$ cat config.mk
export PLATFORM = sky130hd
export DESIGN_NAME = pmpu_queue
export DESIGN_NICKNAME = d
export VERILOG_FILES = /design/src/pmpu_pkg.sv /design/src/pmpu_queue.sv
export SDC_FILE = /design/constraint.sdc
export NUM_CORES = 1
export LEC_CHECK = 0
export BUFFER_PORTS_ARGS = -buffer_cell sky130_fd_sc_hd__buf_2
export CORE_ASPECT_RATIO = 1.75
export CORE_UTILIZATION = 47
export CTS_CLUSTER_DIAMETER = 80
export DETAILED_ROUTE_END_ITERATION = 10
export GPL_ROUTABILITY_DRIVEN = 0
export HOLD_SLACK_MARGIN = 0.1
export PLACE_DENSITY_LB_ADDON = 0.08
export RECOVER_POWER = 50
export SYNTH_ARGS = -nofsm -noshare
export SYNTH_HDL_FRONTEND = slang
export SYNTH_SLANG_ARGS = --single-unit
$ cat constraint.sdc
create_clock -name clk_i -period 3.4 [get_ports clk_i]
set_input_delay 0.17 -clock clk_i [delete_from_list [all_inputs] [get_ports clk_i]]
set_output_delay 0.17 -clock clk_i [all_outputs]
set_load 0.01 [all_outputs]
$ cat src/pmpu_pkg.sv
// Shared types, codes and the acceptance exp table of the Potts pixel update core.
// No dependencies; every other file except pmpu_div refers to it by scoped names.
package pmpu_pkg;

  // Item kinds
  localparam logic [1:0] KIND_LOAD_Q  = 2'd0;
  localparam logic [1:0] KIND_LOAD_L  = 2'd1;
  localparam logic [1:0] KIND_PROPOSE = 2'd2;
  localparam logic [1:0] KIND_READ    = 2'd3;

  // Configuration register indexes
  localparam logic [2:0] CFG_NUM_BINS     = 3'd0;
  localparam logic [2:0] CFG_GRID_WIDTH   = 3'd1;
  localparam logic [2:0] CFG_GRID_HEIGHT  = 3'd2;
  localparam logic [2:0] CFG_BETA         = 3'd3;
  localparam logic [2:0] CFG_INV_TWO_VAR  = 3'd4;
  localparam logic [2:0] CFG_INV_TEMP     = 3'd5;
  localparam logic [2:0] CFG_ACCEPT_SCALE = 3'd6;

  // exp(-1/16) in Q0.32
  localparam logic [63:0] EXP_STEP = 64'd4034748382;

  typedef struct packed {
    logic [1:0]  kind;
    logic [7:0]  row;
    logic [7:0]  col;
    logic [9:0]  observed;
    logic [5:0]  label_in;
    logic [15:0] uniform;
  } in_item_t;

  typedef struct packed {
    logic [5:0] label_out;
    logic       accepted;
  } out_item_t;

  typedef struct packed {
    logic [6:0]  num_bins;
    logic [8:0]  grid_width;
    logic [8:0]  grid_height;
    logic [15:0] beta;
    logic [15:0] inv_two_variance;
    logic [15:0] inv_temperature;
    logic [15:0] accept_scale;
  } cfg_t;

  // Classified item between front and back; nbr_ok: up, down, right, left
  typedef struct packed {
    logic [1:0]  kind;
    logic        oob;
    logic [7:0]  row;
    logic [7:0]  col;
    logic [9:0]  observed;
    logic [5:0]  label;
    logic [15:0] uniform;
    logic [3:0]  nbr_ok;
    logic [6:0]  nb;
  } job_t;

  // Build the exp table once at elaboration: entry k is exp(-k/16) in Q0.16
  function automatic logic [255:0][15:0] build_exp();
    logic [255:0][15:0] tab;
    logic [63:0]        e;
    e = 64'd65536;
    for (int k = 0; k < 256; k++) begin
      tab[k] = (e > 64'd65535) ? 16'hFFFF : e[15:0];
      e = (e * EXP_STEP + 64'd2147483648) >> 32;
    end
    return tab;
  endfunction

  localparam logic [255:0][15:0] EXP_TABLE = build_exp();

endpackage

$ cat src/pmpu_queue.sv
// Two-entry queue of classified items between front and back.
// Depends on pmpu_pkg.
module pmpu_queue (
  input  logic           clk_i,
  input  logic           rst_ni,
  input  logic           push_valid_i,
  output logic           push_ready_o,
  input  pmpu_pkg::job_t push_data_i,
  output logic           pop_valid_o,
  input  logic           pop_i,
  output pmpu_pkg::job_t pop_data_o
);

  pmpu_pkg::job_t ent_q [2];
  logic           wptr_q, rptr_q;
  logic [1:0]     cnt_q;
  logic           push, pop;

  assign push_ready_o = cnt_q != 2'd2;
  assign pop_valid_o  = cnt_q != 2'd0;
  assign pop_data_o   = ent_q[rptr_q];
  assign push         = push_valid_i && push_ready_o;
  assign pop          = pop_i && pop_valid_o;

  // Store entries
  always_ff @(posedge clk_i) begin
    if (push) ent_q[wptr_q] <= push_data_i;
  end

  // Advance pointers and count
  always_ff @(posedge clk_i or negedge rst_ni) begin
    if (!rst_ni) begin
      wptr_q <= 1'b0;
      rptr_q <= 1'b0;
      cnt_q  <= 2'd0;
    end else begin
      if (push) wptr_q <= !wptr_q;
      if (pop)  rptr_q <= !rptr_q;
      cnt_q <= cnt_q + 2'(push) - 2'(pop);
    end
  end

endmodule

Word-level counts from Yosys, hierarchy flattened. Memories as Yosys holds them, arrays and structs flattened. Cells that the tools add are included. W data, S select, Z words.

Flip-flop bits (word level): 4. Bits in writable memories: 124. Output and inout bits: 64. Logic and storage cells: 14. Memories: 1.

$add $sub $neg: 2. Eq/ne operators: 1. Mux-type cells: 2. Reductions and logical operators: 5.

Memory list: ent_q (depth 2, bits a word 62, read ports 1, clocked after Yosys merged registers in 0, write ports 1, line pmpu_queue.sv:14) `pmpu_pkg::job_t ent_q [2];`.

Operators with widths (number): $add A2 B1 Y2 (1); $logic_and A1 B1 Y1 (2); $logic_not A1 Y1 (2); $mux W1 (2); $ne A2 B2 Y1 const B (1); $reduce_bool A2 Y1 (1); $sub A2 B1 Y2 (1).

Longest topological paths before layout.
Depth after elaboration: 4. Depth in mapped cells: 5. Mapped depth without buffers: 5.

Least setup slack after synthesis. Ideal clock, no wire load.

Path kind: register -> register. Start point: register cnt_q[0]. End point: memory ent_q[0][0] (netlist bit) (enable). Library setup time: 0.482 ns. Arrival: 3.286 ns. Slack: -0.368 ns. Cell stages (with the launch flop): 4. Clock period less this slack: 3.768 ns. Path through: dfrtp_1 -> nand2b_1 -> nand2_1 -> nor2_1.

Cells in the longest elaborated chain, start to end: 4.

Ends and longest elaborated chain: start: declaration (line pmpu_queue.sv:16) `logic [1:0] cnt_q;`; start signal: assignment (line pmpu_queue.sv:39) `cnt_q <= cnt_q + 2'(push) - 2'(pop);`; $ne A2 B2 Y1 (line pmpu_queue.sv:19) `assign push_ready_o = cnt_q != 2'd2;`; named net push_ready_o (line pmpu_queue.sv:7) `output logic push_ready_o,`; $logic_and A1 B1 Y1 (line pmpu_queue.sv:22) `assign push = push_valid_i && push_ready_o;`; $mux W1 (line pmpu_queue.sv:27) `if (push) ent_q[wptr_q] <= push_data_i;`; $mux W1 (not written as such) (line pmpu_queue.sv:27); end: declaration (line pmpu_queue.sv:14).

The timed path passes the listed nets, and every way through them passes these cells.

==> run metrics <==
status=complete, no violations; number of max-cap violations=0; Rel. slew slack=0.0674; post-synthesis sequential area ratio=0.814; Area Growth Syn to Fin=42.1%; CTS Buffer Depth=2; core area=between 9000 and 10,000 sq um; GRT Total Usage=0.179; Multi-input gate area=about 830 sq um; Worst setup EP type=output pin; final design utilization=0.696; most frequent cells in the layout=edfxtp_1 (124), buf_2 (89), dlygate4sd3_1 (65); Area after DPL=5510 sq um; Register Area=3820 sq um; Fmax=0.383 GHz; synthesized area=between 4000 and 5000 sq um; initial antenna violation count=0; RSZ-0062 raised after global routing=false; Clock Root Buffer=clkbuf_16; IO Pins=130; Detailed Routing Iterations Pass 1=4; Initial Util=0.490; post-synth net total=around 280; worst hold path class=in2reg; post-layout min period=between 2 and 3 ns; die width=77.6 um; H-tree Lvls=4; CP arrival=between 2 and 2.5 ns; post-DR wirelength/cell=~15 um; via/cell ratio=~4.8; commonest non-fill, non-tap cell in the layout=edfxtp_1; placement row count=47; hold path depth=3; first-pass GRT wire length=about 13 mm; antenna-violating nets left=0; nets@finish=492; drc violations=0; Unique masters post-synth=18; DIE AREA=between 10,000 and 15,000 sq um; hpwl dp=approximately 5.4 mm; crit path from=rptr_q$_DFFE_PN0P_; max-slew violation count=0; Cell Count, Final, Fillers Out=560; reg2reg end=ent_q[1][9]$_DFFE_PP_; aggregate global routing overflow=0; Syn Area/Cell=roughly 22 sq um; Register-to-Register Setup Slack=around 0.9 ns; final WL=approximately 8.6 mm; CTS sink cnt=128; HP Start=push_valid_i; total setup buffers inserted after CTS=0; reg2reg path depth=3; Antenna Cells=0; Crit-path slowest cell=dfrtp_1; # fillers=roughly 680; Worst Hold Endpoint=wptr_q$_DFFE_PN0P_; Placed Cells=between 400 and 500; Final period util=0.767; Worst setup SP type=register; CTS tree=done; layout cell share with drive strength beyond 1=0.418; DRT iter0 DRCs=63; Static Leak=2.47 nW; Yosys reg bits=between 100 and 150; Cell Chain, Critical Path=buf_12, mux2_2, buf_2; CP Class=reg2out; Worst Path Required=3.23 ns; clk_lat worst skew=approximately 0.4 ns; Final TNS setup=0 ns; yosys warns=0; vias=2,662; Hold Vio Cnt, Final=0; Largest stage delay, worst path=~1.2 ns; Die Height=about 130 um; I/O Buffers=between 100 and 150; Least-Margin Pin Slew=approximately 1.4 ns; maximum VDD drop=approximately 0.67 mV; clk slew on worst S/H paths=about 0.050 ns; Setup Skew=approximately 0.0062 ns; CP Max Fanout=35; # setup viols final=0; largest net degree at the start of global routing=39; hold_ws=about 0.17 ns; vias in the first global route=around 2,900; Post-Syn Instances=around 220; Finished Cell Area=roughly 6700 sq um; Num CTS Buffers=17; FF-to-FF Start=cnt_q[0]$_DFF_PN0_; pwr/cell area=approximately 830 nW/um^2
[routing by layer]
layer,up-vias,routed length [um],share of wire,track usage
li1,1272,-,-,-
met1,1282,3360,0.39,0.195
met2,92,4570,0.53,0.304
met3,16,444,0.052,0.0660
met4,0,185,0.022,0.0901
met5,-,0,0,0
[synth_stat cells]
master | number | area share
a311oi_1 | 1 | 0.0019
and3_2 | 1 | 0.0016
buf_2 | 1 | 0.0011
buf_4 | 6 | 0.0096
dfrtp_1 | 4 | 0.021
edfxtp_1 | 124 | 0.79
ha_1 | 1 | 0.0027
mux2_2 | 62 | 0.15
nand2_1 | 2 | 0.0016
nand2b_1 | 1 | 0.0013
nand3_1 | 1 | 0.0011
nor2_1 | 3 | 0.0024
nor2b_1 | 1 | 0.0013
nor4bb_1 | 1 | 0.0021
o21ai_0 | 1 | 0.0011
o21ba_2 | 1 | 0.0021
or2_2 | 1 | 0.0013
xnor2_1 | 3 | 0.0056
[how the worst max path moves through the flow]
stage	endpoint	slack, ns	cells after the start
floorplan	ent_q[0][0]$_DFFE_PP_	0.67	3
detailed placement	ent_q[1][18]$_DFFE_PP_	1.36	3
global route	pop_data_o[15]	0.60	3
global placement	ent_q[1][18]$_DFFE_PP_	1.41	3
CTS	pop_data_o[11]	1.12	3
finish	pop_data_o[61]	0.79	3
[layout make-up]
class	instances	share of cell area
Clock buffer	23	0.0671
Clock inverter	9	0.0173
Multi-Input combinational cell	80	0.124
Sequential cell	128	0.573
Tap cell	122	0.0229
Timing Repair Buffer	198	0.196
[repair_timing]
item | CTS | global route
hold buffers | 65 | 0
endpoints found under the hold margin | 129 | 0
gates resized for setup | 0 | 0
[worst max-delay path: cells and delay by family (launching register included)]
family,cells,cell delay (ns)
flip-flops,1,1.16
buffers and inverters,2,0.46
multiplexers,1,0.37
[per-stage QoR]
stage	setup WS, ns	total power, W
2_1_floorplan	0.666	0.00324
3_3_place_gp	1.41	0.00378
3_5_place_dp	1.36	0.00380
4_1_cts	1.12	0.00559
5_1_grt	0.605	0.00577
6_report	0.791	0.00551
[logic make-up after synthesis]
family | Yosys count | share of synthesized area
buffers and inverters | 7 | 0.0107
AOI/OAI and AO/OA | 3 | 0.00506
muxes | 62 | 0.149
and+or+nand+nor | 11 | 0.0128
xor gates and xnor gates | 3 | 0.00560
DFF | 128 | 0.814
adders and majority gates | 1 | 0.00266
[flip-flops by register name, indices dropped and copies added, names as in the netlist]
register	cells
cnt_q	2
ent_q	124
rptr_q	1
wptr_q	1
[power by group]
group / internal, W / switching [W]
clock network: 0.00114 / 0.000577
registers: 0.00216 / 0.000156
logic: 0.000738 / 0.000740
Note: power is estimated with default switching activity, not from simulation.
