===== config.mk =====
export PLATFORM = sky130hd
export DESIGN_NAME = pmpu_front
export DESIGN_NICKNAME = d
export VERILOG_FILES = /design/src/pmpu_pkg.sv /design/src/pmpu_front.sv
export SDC_FILE = /design/constraint.sdc
export NUM_CORES = 1
export LEC_CHECK = 0
export BUFFER_PORTS_ARGS = -buffer_cell sky130_fd_sc_hd__buf_2
export CAP_MARGIN = 20
export CORE_MARGIN = 4
export CORE_UTILIZATION = 50
export DETAILED_ROUTE_END_ITERATION = 7
export GPL_TIMING_DRIVEN = 0
export PLACE_DENSITY = 0.83
export SYNTH_ARGS = -nofsm -noshare
export SYNTH_HDL_FRONTEND = slang
export SYNTH_SLANG_ARGS = --single-unit

===== constraint.sdc =====
create_clock -name vclk -period 9.75
set_input_delay 0.4875 -clock vclk [all_inputs]
set_output_delay 0.4875 -clock vclk [all_outputs]
set_load 0.02 [all_outputs]

===== src/pmpu_pkg.sv =====
// Shared types, codes and the acceptance exp table of the Potts pixel update core.
// No dependencies; every other file except pmpu_div refers to it by scoped names.
package pmpu_pkg;

  // Item kinds
  localparam logic [1:0] KIND_LOAD_Q  = 2'd0;
  localparam logic [1:0] KIND_LOAD_L  = 2'd1;
  localparam logic [1:0] KIND_PROPOSE = 2'd2;
  localparam logic [1:0] KIND_READ    = 2'd3;

  // Configuration register indexes
  localparam logic [2:0] CFG_NUM_BINS     = 3'd0;
  localparam logic [2:0] CFG_GRID_WIDTH   = 3'd1;
  localparam logic [2:0] CFG_GRID_HEIGHT  = 3'd2;
  localparam logic [2:0] CFG_BETA         = 3'd3;
  localparam logic [2:0] CFG_INV_TWO_VAR  = 3'd4;
  localparam logic [2:0] CFG_INV_TEMP     = 3'd5;
  localparam logic [2:0] CFG_ACCEPT_SCALE = 3'd6;

  // exp(-1/16) in Q0.32
  localparam logic [63:0] EXP_STEP = 64'd4034748382;

  typedef struct packed {
    logic [1:0]  kind;
    logic [7:0]  row;
    logic [7:0]  col;
    logic [9:0]  observed;
    logic [5:0]  label_in;
    logic [15:0] uniform;
  } in_item_t;

  typedef struct packed {
    logic [5:0] label_out;
    logic       accepted;
  } out_item_t;

  typedef struct packed {
    logic [6:0]  num_bins;
    logic [8:0]  grid_width;
    logic [8:0]  grid_height;
    logic [15:0] beta;
    logic [15:0] inv_two_variance;
    logic [15:0] inv_temperature;
    logic [15:0] accept_scale;
  } cfg_t;

  // Classified item between front and back; nbr_ok: up, down, right, left
  typedef struct packed {
    logic [1:0]  kind;
    logic        oob;
    logic [7:0]  row;
    logic [7:0]  col;
    logic [9:0]  observed;
    logic [5:0]  label;
    logic [15:0] uniform;
    logic [3:0]  nbr_ok;
    logic [6:0]  nb;
  } job_t;

  // Build the exp table once at elaboration: entry k is exp(-k/16) in Q0.16
  function automatic logic [255:0][15:0] build_exp();
    logic [255:0][15:0] tab;
    logic [63:0]        e;
    e = 64'd65536;
    for (int k = 0; k < 256; k++) begin
      tab[k] = (e > 64'd65535) ? 16'hFFFF : e[15:0];
      e = (e * EXP_STEP + 64'd2147483648) >> 32;
    end
    return tab;
  endfunction

  localparam logic [255:0][15:0] EXP_TABLE = build_exp();

endpackage


===== src/pmpu_front.sv =====
// Front end: saturates the grid settings, checks bounds, quantizes load labels.
// Depends on pmpu_pkg.
module pmpu_front #(
  parameter int MAX_WIDTH  = 256,
  parameter int MAX_HEIGHT = 256
) (
  input  pmpu_pkg::in_item_t item_i,
  input  pmpu_pkg::cfg_t     cfg_i,
  output pmpu_pkg::job_t     job_o
);

  localparam logic [12:0] MW = 13'(MAX_WIDTH);
  localparam logic [12:0] MH = 13'(MAX_HEIGHT);

  logic [12:0] w_eff, h_eff, row_x, col_x;
  logic [6:0]  nb;
  logic [17:0] qsum;
  logic [7:0]  qlbl;
  logic [5:0]  lbl;

  // Saturate grid size and bin count
  always_comb begin
    w_eff = {4'b0, cfg_i.grid_width};
    if (cfg_i.grid_width == 9'd0) w_eff = 13'd1;
    else if (w_eff > MW)          w_eff = MW;
    h_eff = {4'b0, cfg_i.grid_height};
    if (cfg_i.grid_height == 9'd0) h_eff = 13'd1;
    else if (h_eff > MH)           h_eff = MH;
    nb = cfg_i.num_bins;
    if (nb < 7'd2)       nb = 7'd2;
    else if (nb > 7'd64) nb = 7'd64;
  end

  // Quantize the observed value, clamp to 1..nb-1
  always_comb begin
    qsum = 18'(item_i.observed * nb) + 18'd512;
    qlbl = qsum[17:10];
    if (qlbl < 8'd1)                 qlbl = 8'd1;
    if (qlbl > {1'b0, nb - 7'd1})    qlbl = {1'b0, nb - 7'd1};
    lbl = (item_i.kind == pmpu_pkg::KIND_LOAD_Q) ? qlbl[5:0] : item_i.label_in;
  end

  assign row_x = {5'b0, item_i.row};
  assign col_x = {5'b0, item_i.col};

  // Classify
  always_comb begin
    job_o.kind      = item_i.kind;
    job_o.oob       = (row_x >= h_eff) || (col_x >= w_eff);
    job_o.row       = item_i.row;
    job_o.col       = item_i.col;
    job_o.observed  = item_i.observed;
    job_o.label     = lbl;
    job_o.uniform   = item_i.uniform;
    job_o.nbr_ok[0] = item_i.row != 8'd0;
    job_o.nbr_ok[1] = (row_x + 13'd1) < h_eff;
    job_o.nbr_ok[2] = (col_x + 13'd1) < w_eff;
    job_o.nbr_ok[3] = item_i.col != 8'd0;
    job_o.nb        = nb;
  end

endmodule


======== Word-level counts from Yosys, hierarchy flattened ========
Cells that the tools add are included.
storage, ports and cells
  flip-flop bits (word level) ............. 0
  output and inout port bits .............. 62
  word-level logic and storage cells ...... 30
cells by class
  multiply operators ...................... 1
  mux-type cells .......................... 9
  add/subtract/negate cells ............... 4
  order comparisons ....................... 10
  reductions and logical operators ........ 6
operators with widths
  kind                                                        number
  two-way mux 9 bit                                           4
  >= comparator 8 x 13 -> 1 bit                               2
  less-than comparator 9 x 13 -> 1 bit                        2
  adder 17 x 10 -> 18 bit, second input constant              1
  adder 8 x 1 -> 9 bit, second input constant                 2
  greater-than comparator 9 bit, second input constant        2
  zero test 9 bit                                             2
  multiplier 10 x 7 -> 17 bit                                 1
  nonzero test 8 bit                                          2
  two-way mux 7 bit                                           2
  two-way mux 6 bit                                           2
  greater-than comparator 8 x 7 -> 1 bit                      1
  less-than comparator 8 x 1 -> 1 bit, second input constant  1
  two-way mux 8 bit                                           1
  greater-than comparator 7 bit, second input constant        1
  less-than comparator 7 x 2 -> 1 bit, second input constant  1
  subtractor 7 x 1 -> 7 bit, second input constant            1
  zero test 2 bit                                             1
  logical OR 1 bit                                            1

======== Logic depth before layout (Yosys ltp) ========
Gate-level depths: netlist of the first run.
  depth in word-level cells ............... 10
  mapped depth ............................ 31
  gate-level depth less buffers ........... 28

======== Worst setup path after synthesis of the first run ========
OpenSTA, ideal clock, no wires.
  path kind ............................... input -> output
  from .................................... input cfg_i[86] in the netlist's numbering
  to ...................................... output job_o[31] in the netlist's numbering
  slack ................................... 2152 ps
  stages .................................. 29
  arrival time ............................ 7110 ps
  cell sequence ........................... nor4_1 -> nor2_1 -> nor2_1 -> clkbuf_1 -> nand2_1 -> fa_1 -> fa_1 -> inv_1 -> fa_1 -> inv_1 -> fa_1 -> inv_1 -> ha_1 -> and3_1 -> or3b_4 -> o21ai_4 -> a41o_1 -> xnor2_1 -> nand4b_1 -> o21a_1 -> ha_1 -> nand2b_1 -> a21oi_1 -> o31ai_1 -> a21oi_1 -> and3b_1 -> clkbuf_1 -> or4_1 -> nand3_1
RTL lines
  item         RTL line         text
  from (decl)  pmpu_front.sv:8  input pmpu_pkg::cfg_t cfg_i,
  to (decl)    pmpu_front.sv:9  output pmpu_pkg::job_t job_o

==> metrics.yaml, run 1 <==
cells_and_area:
  drive_above_1_share: 0.2643
  mostFrequentLayoutCells: "123 x buf_2, 88 x ha_1, 68 x inv_1"
  seq_cells: 0
  nClkBuffers: 0
  n_antenna_cell: 0
  final_common_cell: "buf_2"
  fin_nets: 934
  fillers: 745
  area_growth_syn_to_layout_pct: 17.44
  regArea_um2: 0
die:
  die_y_um: 100.3
  start_util: 0.5153
  num_io_pins: 201
  die_area_mm2: 0.01005
  coreArea_mm2: 0.008258
  row_count: 33
  fp.dieW_um: 100.3
timing:
  rsz0062_at_grt: "false"
  final_max_slew_viol_count: 0
  hold_viol_final: 0
  setup_viol: 0
  holdWs_ns: 1.193
  slew_headroom: 0.6172
  worstMarginPinSlew_ns: 0.5698
  max_freq_mhz: 118.0
  tns_ns: 0
  fin_crit_sh: 0.8695
  period_needed_ns: 8.477
clock_tree:
  post_cts_resized: 0
  ctsHoldBuffers: 0
  postCtsSetupRepairBufs: 0
detailed_routing:
  wl_per_cell_um: 13.75
  firstDrtPassIters: 4
  ant_nets: 0
  routed_wl_um: 10600
  route.vias.total: 4092
  vias_per_cell: 5.307
  drt_iter0_drc: 127
  drc_errors: 0
placement:
  dpl.hpwl_um: 9277
  port_buffers: 121
  place.gp.congestion: 0.9097
min_path:
  hold_class: "primary input to output pin"
synthesis:
  synth_cell_types: 57
  avgSynthCellArea_um2: 7.822
  synth_top_cell_by_area: "ha_1"
  yosys_warnings: 0
  synth_area_mm2: 0.004255
  yosysSeqAreaShare: 0
  yosys.area.top_type_share: 0.2587
  syn-instance-count: 544
  synth.net_count: 810
  ys_top_cells_by_area: "ha_1 26%, fa_1 18%, buf_4 7.8%"
global_routing:
  grt_pass1_wl_um: 17510
  track_usage: 0.2038
  grt_busiest_layer: "met2"
  met2_usage: 0.3914
  grt_max_degree: 11
  grt_overflow_total: 0
  antenna_found_initial: 0
  met1_usage: 0.2493
  use_met3: 0.01320
  grt_pass1_vias: 4038
worst_setup_path:
  worstSetupPathType: "primary input to output pin"
  cp_data_required_time_ns: 9.26
  worst_path_max_delay_cell: "fa_1"
  endpoint_kind: "output pin"
  start_kind: "primary input"
  crit_arrival_ns: 7.99
  critical_path.most_common_cell: "fa_1"
  max_stage_delay_ns: 0.53
  critPathMaxFanout: 10
power_and_ir_drop:
  p_sw_w: 0.0002400
  p_sw_frac: 0.5859
  p_leak_nw: 2.754
  vdd_drop_max_v: 0.00003607
  intPower_w: 0.0001696
  p_clk_frac: 0
  powerDensity_mw_per_mm2: 81.98
  combPwrFrac: 1.000
  seqPwrFrac: 0
  finalPower_w: 0.0004097
run:
  cap_viol_max_count: 0
run_status:
  status: "finished clean"
## per-layer routing
layer / routed length, um / share of wire / up-vias
met2: 5478 / 0.52 / 137
met3: 657 / 0.062 / 18
met1: 4274 / 0.40 / 1916
met4: 193 / 0.018 / 0
li1: - / - / 2021
met5: 0 / 0 / -
## power groups by stage
stage                     registers, W  clock network, W  logic, W
after detailed placement             0                 0  0.000407
after global placement               0                 0  0.000396
after floorplan                      0                 0  0.000301
final                                0                 0  0.000410
after CTS                            0                 0  0.000411
after global routing                 0                 0  0.000468
## worst max-delay path: cells and delay by family
kind                     cells  cell delay [ns]
AO/OA/AOI/OAI                6             1.12
XOR/XNOR                     1             0.17
adder cells (fa/ha/maj)      6             2.55
buffers and inverters        7             0.99
AND/OR/NAND/NOR             11             2.62
## worst paths after layout
| path | start | depth (start not counted) | endpoint | slack (ns) |
|---|---|---|---|---|
| min | item_i[13] | 2 | job_o[24] | 1.19 |
| max | cfg_i[86] | 31 | job_o[31] | 1.27 |
## Yosys cell counts (6+ instances only)
library cell / instances
nor2_1: 18
xor2_1: 11
o21ai_0: 7
o21a_1: 9
nor3_1: 6
inv_1: 68
and2_1: 46
o21ai_1: 10
xnor2_1: 13
buf_4: 44
a21oi_1: 21
nand3_1: 14
fa_1: 39
clkbuf_1: 11
ha_1: 88
nor2b_1: 9
nand2_1: 56
## through the flow
stage | area (um^2) | setup WS (ns) | cells | utilization
floorplan | 4255 | 2.152 | 544 | -
global placement | 4992 | 1.472 | 770 | 0.6045
detailed placement | 4992 | 1.396 | 770 | 0.6045
CTS | 4992 | 1.375 | 770 | 0.6045
global route | 4997 | 0.7705 | 771 | 0.6052
finish | 4997 | 1.273 | 771 | 0.6052
## cell type report
cell class         count  area, um^2  share of cell area
well taps            105       131.4             0.02629
plain buffers         56       376.6             0.07536
multi-input cells    416        3608              0.7221
inverters             72       270.3             0.05408
repair buffers       122       610.6              0.1222
## cells by family (layout without fill, tap and decap cells)
| logic type | Yosys count | in the layout | share of synthesized area |
|---|---|---|---|
| xor+xnor | 24 | 24 | 0.04940 |
| compound gates | 82 | 82 | 0.1297 |
| simple gates | 181 | 181 | 0.2217 |
| mux | 2 | 2 | 0.004998 |
| buf+inv | 128 | 250 | 0.1520 |
| fa+ha+maj | 127 | 127 | 0.4422 |
Power figures use the tool's default switching activity.
==> run 2: changes to the inputs <==
CORE_UTILIZATION = 45   (was 50)
PLACE_DENSITY = 0.79   (was 0.83)
RECOVER_POWER = 25   (was unset)
clock period = 7.3 ns   (was 9.75 ns; I/O delays follow)
==> metrics.yaml, run 2 (synthesis gave the netlist of run 1 again) <==
run_status:
  status: "finished clean"  # unchanged
min_path:
  hold_class: "primary input to output pin"  # unchanged
  hold_depth: 2  # unchanged
cells_and_area:
  n_antenna_cell: 0  # unchanged
  fin_area_mm2: 0.005477  # was 0.004997 mm^2
  fillers: 807  # was 745
  fin_nets: 949  # was 934
  mostFrequentLayoutCells: "104 x buf_2, 82 x ha_1, 62 x buf_4"  # was 123 x buf_2, 88 x ha_1, 68 x inv_1
  seq_cells: 0  # unchanged
  regArea_um2: 0  # unchanged
  final_util: 0.5927  # was 0.6052
  final_common_cell: "buf_2"  # unchanged
  area_growth_syn_to_layout_pct: 28.70  # was 17.44%
  drive_above_1_share: 0.3451  # was 0.2643
  nClkBuffers: 0  # unchanged
placement:
  dpl.hpwl_um: 9299  # was 9277 um
  port_buffers: 121  # unchanged
  place_area_mm2: 0.005024  # was 0.004992 mm^2
  place.gp.congestion: 0.9057  # was 0.9097
global_routing:
  grt_max_degree: 11  # unchanged
  grt_overflow_total: 0  # unchanged
  track_usage: 0.1951  # was 0.2038
  grt_pass1_wl_um: 18970  # was 17510 um
  antenna_found_initial: 0  # unchanged
  grt_pass1_vias: 4396  # was 4038
power_and_ir_drop:
  p_leak_nw: 2.896  # was 2.754 nW
  powerDensity_mw_per_mm2: 126.6  # was 81.98 mW/mm^2
  vdd_drop_max_v: 0.00008953  # was 0.00003607 V
  finalPower_w: 0.0006936  # was 0.0004097 W
detailed_routing:
  vias_per_cell: 5.251  # was 5.307
  wl_per_cell_um: 14.45  # was 13.75 um
  route.vias.total: 4253  # was 4092
  drc_errors: 0  # unchanged
  ant_nets: 0  # unchanged
  drt_iter0_drc: 178  # was 127
  routed_wl_um: 11700  # was 10600 um
  firstDrtPassIters: 4  # unchanged
worst_setup_path:
  crit_arrival_ns: 6.93  # was 7.99 ns
  cp_data_required_time_ns: 6.93  # was 9.26 ns
  worstSetupPathType: "primary input to output pin"  # unchanged
  worst_path_max_delay_cell: "fa_1"  # unchanged
  critical_path.most_common_cell: "fa_1"  # unchanged
  endpoint_kind: "output pin"  # unchanged
  max_stage_delay_ns: 0.52  # was 0.53 ns
  critPathMaxFanout: 5  # was 10
  start_kind: "primary input"  # unchanged
die:
  fp.dieW_um: 105.2  # was 100.3 um
  start_util: 0.4605  # was 0.5153
  coreArea_mm2: 0.009240  # was 0.008258 mm^2
  die_y_um: 105.2  # was 100.3 um
  die_area_mm2: 0.01108  # was 0.01005 mm^2
  num_io_pins: 201  # unchanged
  row_count: 35  # was 33
timing:
  holdWs_ns: 0.9496  # was 1.193 ns
  period_needed_ns: 7.292
  max_freq_mhz: 137.1
  slew_headroom: 0.5227  # was 0.6172
  tns_ns: 0  # unchanged
  worstMarginPinSlew_ns: 0.7128  # was 0.5698 ns
  hold_viol_final: 0  # unchanged
  rsz0062_at_grt: "true"  # was false
  final_max_slew_viol_count: 0  # unchanged
  setup_viol: 0  # unchanged
  fin_crit_sh: 0.9990
run:
  cap_viol_max_count: 0  # unchanged
==> run 2: changes by cell type in the layout (fill, tap and decap cells not counted), sizes merged <==
cell,delta
buf,+4
clkbuf,+11
==> run 2: path summary, 6_finish.rpt <==
kind	startpoint	end	slack (ns)
max	cfg_i[86]	job_o[31]	0.008
min	item_i[1]	job_o[12]	0.95
==> run 2: report_power, final <==
group	total, W	switching (W)	internal (W)	leakage [nW]
Sequential	0	0	0	0
Combinational	0.000694	0.000383	0.000311	2.90
Clock	0	0	0	0
==> run 2: what timing repair did <==
action                                  in CTS  in global routing
setup buffers                                7                 11
pin swaps                                    6                 39
hold buffers                                 0                  0
gates resized for setup                     30                 52
endpoints found under the setup margin       6                  6
==> run 2: critical path: cells and delay by family <==
kind            cells  cell delay, ns
xor+xnor            1            0.14
compound gates      6            1.06
simple gates       11            2.40
buf+inv             6            0.60
fa+ha+maj           6            2.36
==> run 2: per-stage QoR <==
step	worst slack (ns)	std cells
3_3_place_gp	-0.7234	794
4_1_cts	0.01505	800
3_5_place_dp	-0.7381	794
5_1_grt	-0.1659	810
6_report	0.007609	810
2_1_floorplan	0.03572	544
==> run 2: area by class of cell <==
type                       count  area [um^2]  area share
inverter                      72        270.3     0.04935
tap                          129        161.4     0.02947
buffer                        54        411.6     0.07517
timing repair buffer         139        764.5      0.1396
multi-input combinational    416         3869      0.7064
==> run 2: routing by layer <==
layer  routed length, um  track usage  part of all wire  up-vias
li1                    -            -                 -     2058
met1                4598       0.2378              0.39     2033
met2                6458       0.3839              0.55      144
met3                 510     0.006736             0.044       18
met4                 136      0.02812             0.012        0
met5                   0            0                 0        -
==> run 3: changes to the inputs <==
PLACE_DENSITY = 0.8   (was 0.79)
==> metrics.yaml, run 3 (synthesis gave the netlist of run 1 again) <==
run_status:
  status: "finished clean"  # unchanged
detailed_routing:
  drt_iter0_drc: 173  # was 178
  routed_wl_um: 11330  # was 11700 um
  top_layer_used: "met4"  # unchanged
  wl_per_cell_um: 14.01  # was 14.45 um
  ant_nets: 0  # unchanged
  firstDrtPassIters: 4  # unchanged
  m1WireLength_um: 4386  # was 4598 um
  drc_errors: 0  # unchanged
  wl_met3_um: 572  # was 510 um
  vias_per_cell: 5.206  # was 5.251
  met2_length_um: 6189  # was 6458 um
  route.vias.total: 4212  # was 4253
timing:
  worstMarginPinSlew_ns: 0.4572  # was 0.7128 ns
  rsz0062_at_grt: "true"  # unchanged
  fin_crit_sh: 0.9858  # was 0.9990
  final_max_slew_viol_count: 0  # unchanged
  period_needed_ns: 7.196  # was 7.292 ns
  max_freq_mhz: 139.0  # was 137.1 MHz
  slew_headroom: 0.6939  # was 0.5227
  setup_viol: 0  # unchanged
  hold_viol_final: 0  # unchanged
die:
  start_util: 0.4605  # unchanged
  fp.dieW_um: 105.2  # unchanged
  coreArea_mm2: 0.009240  # unchanged
  die_y_um: 105.2  # unchanged
  num_io_pins: 201  # unchanged
  row_count: 35  # unchanged
  die_area_mm2: 0.01108  # unchanged
worst_setup_path:
  crit_arrival_ns: 6.83  # was 6.93 ns
  critPathMaxFanout: 8  # was 5
  max_stage_delay_ns: 0.57  # was 0.52 ns
  start_kind: "primary input"  # unchanged
  worstSetupPathType: "primary input to output pin"  # unchanged
  cp_data_required_time_ns: 6.93  # about the same
  cp_top_family: "adder cells"  # was simple AND/OR/NAND/NOR gates
  critical_path.most_common_cell: "fa_1"  # unchanged
  path_buf_inv: 6  # unchanged
  worst_path_max_delay_cell: "fa_1"  # unchanged
  endpoint_kind: "output pin"  # unchanged
run:
  cap_viol_max_count: 0  # unchanged
cells_and_area:
  mostFrequentLayoutCells: "106 x buf_2, 83 x ha_1, 63 x inv_1"  # was 104 x buf_2, 82 x ha_1, 62 x buf_4
  final_common_cell: "buf_2"  # unchanged
  fin_nets: 948  # was 949
  seq_cells: 0  # unchanged
  drive_above_1_share: 0.3294  # was 0.3451
  nClkBuffers: 0  # unchanged
  area_growth_syn_to_layout_pct: 27.23  # was 28.70%
  regArea_um2: 0  # unchanged
  fin_area_mm2: 0.005414  # was 0.005477 mm^2
  fillers: 814  # was 807
  multi_input_area_mm2: 0.003842  # was 0.003869 mm^2
  fin_cells: 809  # was 810
  n_antenna_cell: 0  # unchanged
global_routing:
  grt_overflow_total: 0  # unchanged
  grt_max_degree: 11  # unchanged
  grt_pass1_vias: 4351  # was 4396
  grt_pass1_wl_um: 18560  # was 18970 um
  antenna_found_initial: 0  # unchanged
  track_usage: 0.1915  # was 0.1951
placement:
  place.gp.congestion: 0.8715  # was 0.9057
  place_area_mm2: 0.005029  # was 0.005024 mm^2
  dp.cells: 795  # was 794
  dpl.hpwl_um: 9243  # was 9299 um
  port_buffers: 121  # unchanged
power_and_ir_drop:
  p_leak_nw: 2.867  # was 2.896 nW
  vdd_drop_max_v: 0.00006597  # was 0.00008953 V
  powerDensity_mw_per_mm2: 128.4  # was 126.6 mW/mm^2
min_path:
  hold_class: "primary input to output pin"  # unchanged
run 3: changes by cell type in the layout (fill, tap and decap cells not counted), sizes merged:
cell,before,now
clkbuf,22,19
buf,171,173
run 3: layout make-up:
type               instances  share of cell area
multi-input cells        416              0.7097
repair buffers           138              0.1370
well taps                129             0.02981
plain buffers             54             0.07349
inverters                 72             0.04992
run 3: power breakdown:
group	internal, W	switching, W	total, W	leakage [nW]
combinational	0.000315	0.000380	0.000695	2.87
clock	0	0	0	0
sequential	0	0	0	0
run 3: what timing repair did:
action / 4_1_cts / 5_1_grt
endpoints found under the setup margin: 6 / 6
setup buffers: 5 / 12
pin swaps: 6 / 37
hold buffers: 0 / 0
gates resized for setup: 28 / 47
run 3: through the flow:
| stage | power [W] | setup WS [ns] | setup TNS [ns] | util | hold WS (ns) |
|---|---|---|---|---|---|
| after floorplan | 0.0004020 | 0.03572 | 0 | - | 0.8426 |
| after global placement | 0.0005245 | -0.6979 | -2.763 | 0.5437 | 0.9497 |
| after detailed placement | 0.0005493 | -0.8593 | -3.764 | 0.5442 | 0.9491 |
| after CTS | 0.0005899 | -0.08091 | -0.08091 | 0.5598 | 0.9492 |
| after global routing | 0.0007659 | -0.1687 | -0.6084 | 0.5859 | 0.9684 |
| final | 0.0006950 | 0.1038 | 0 | 0.5859 | 0.9494 |
run 3: per-layer routing:
metal	vias to the layer above	track usage
met3	24	0.01102
met5	-	0
li1	2054	-
met2	135	0.3766
met1	1999	0.2283
met4	0	0.03374
run 3: worst paths after layout:
path              startpoint        end  slack, ns  cells after the start
setup / recovery   cfg_i[86]  job_o[31]       0.10                     30
hold / removal    item_i[13]  job_o[24]       0.95                      2
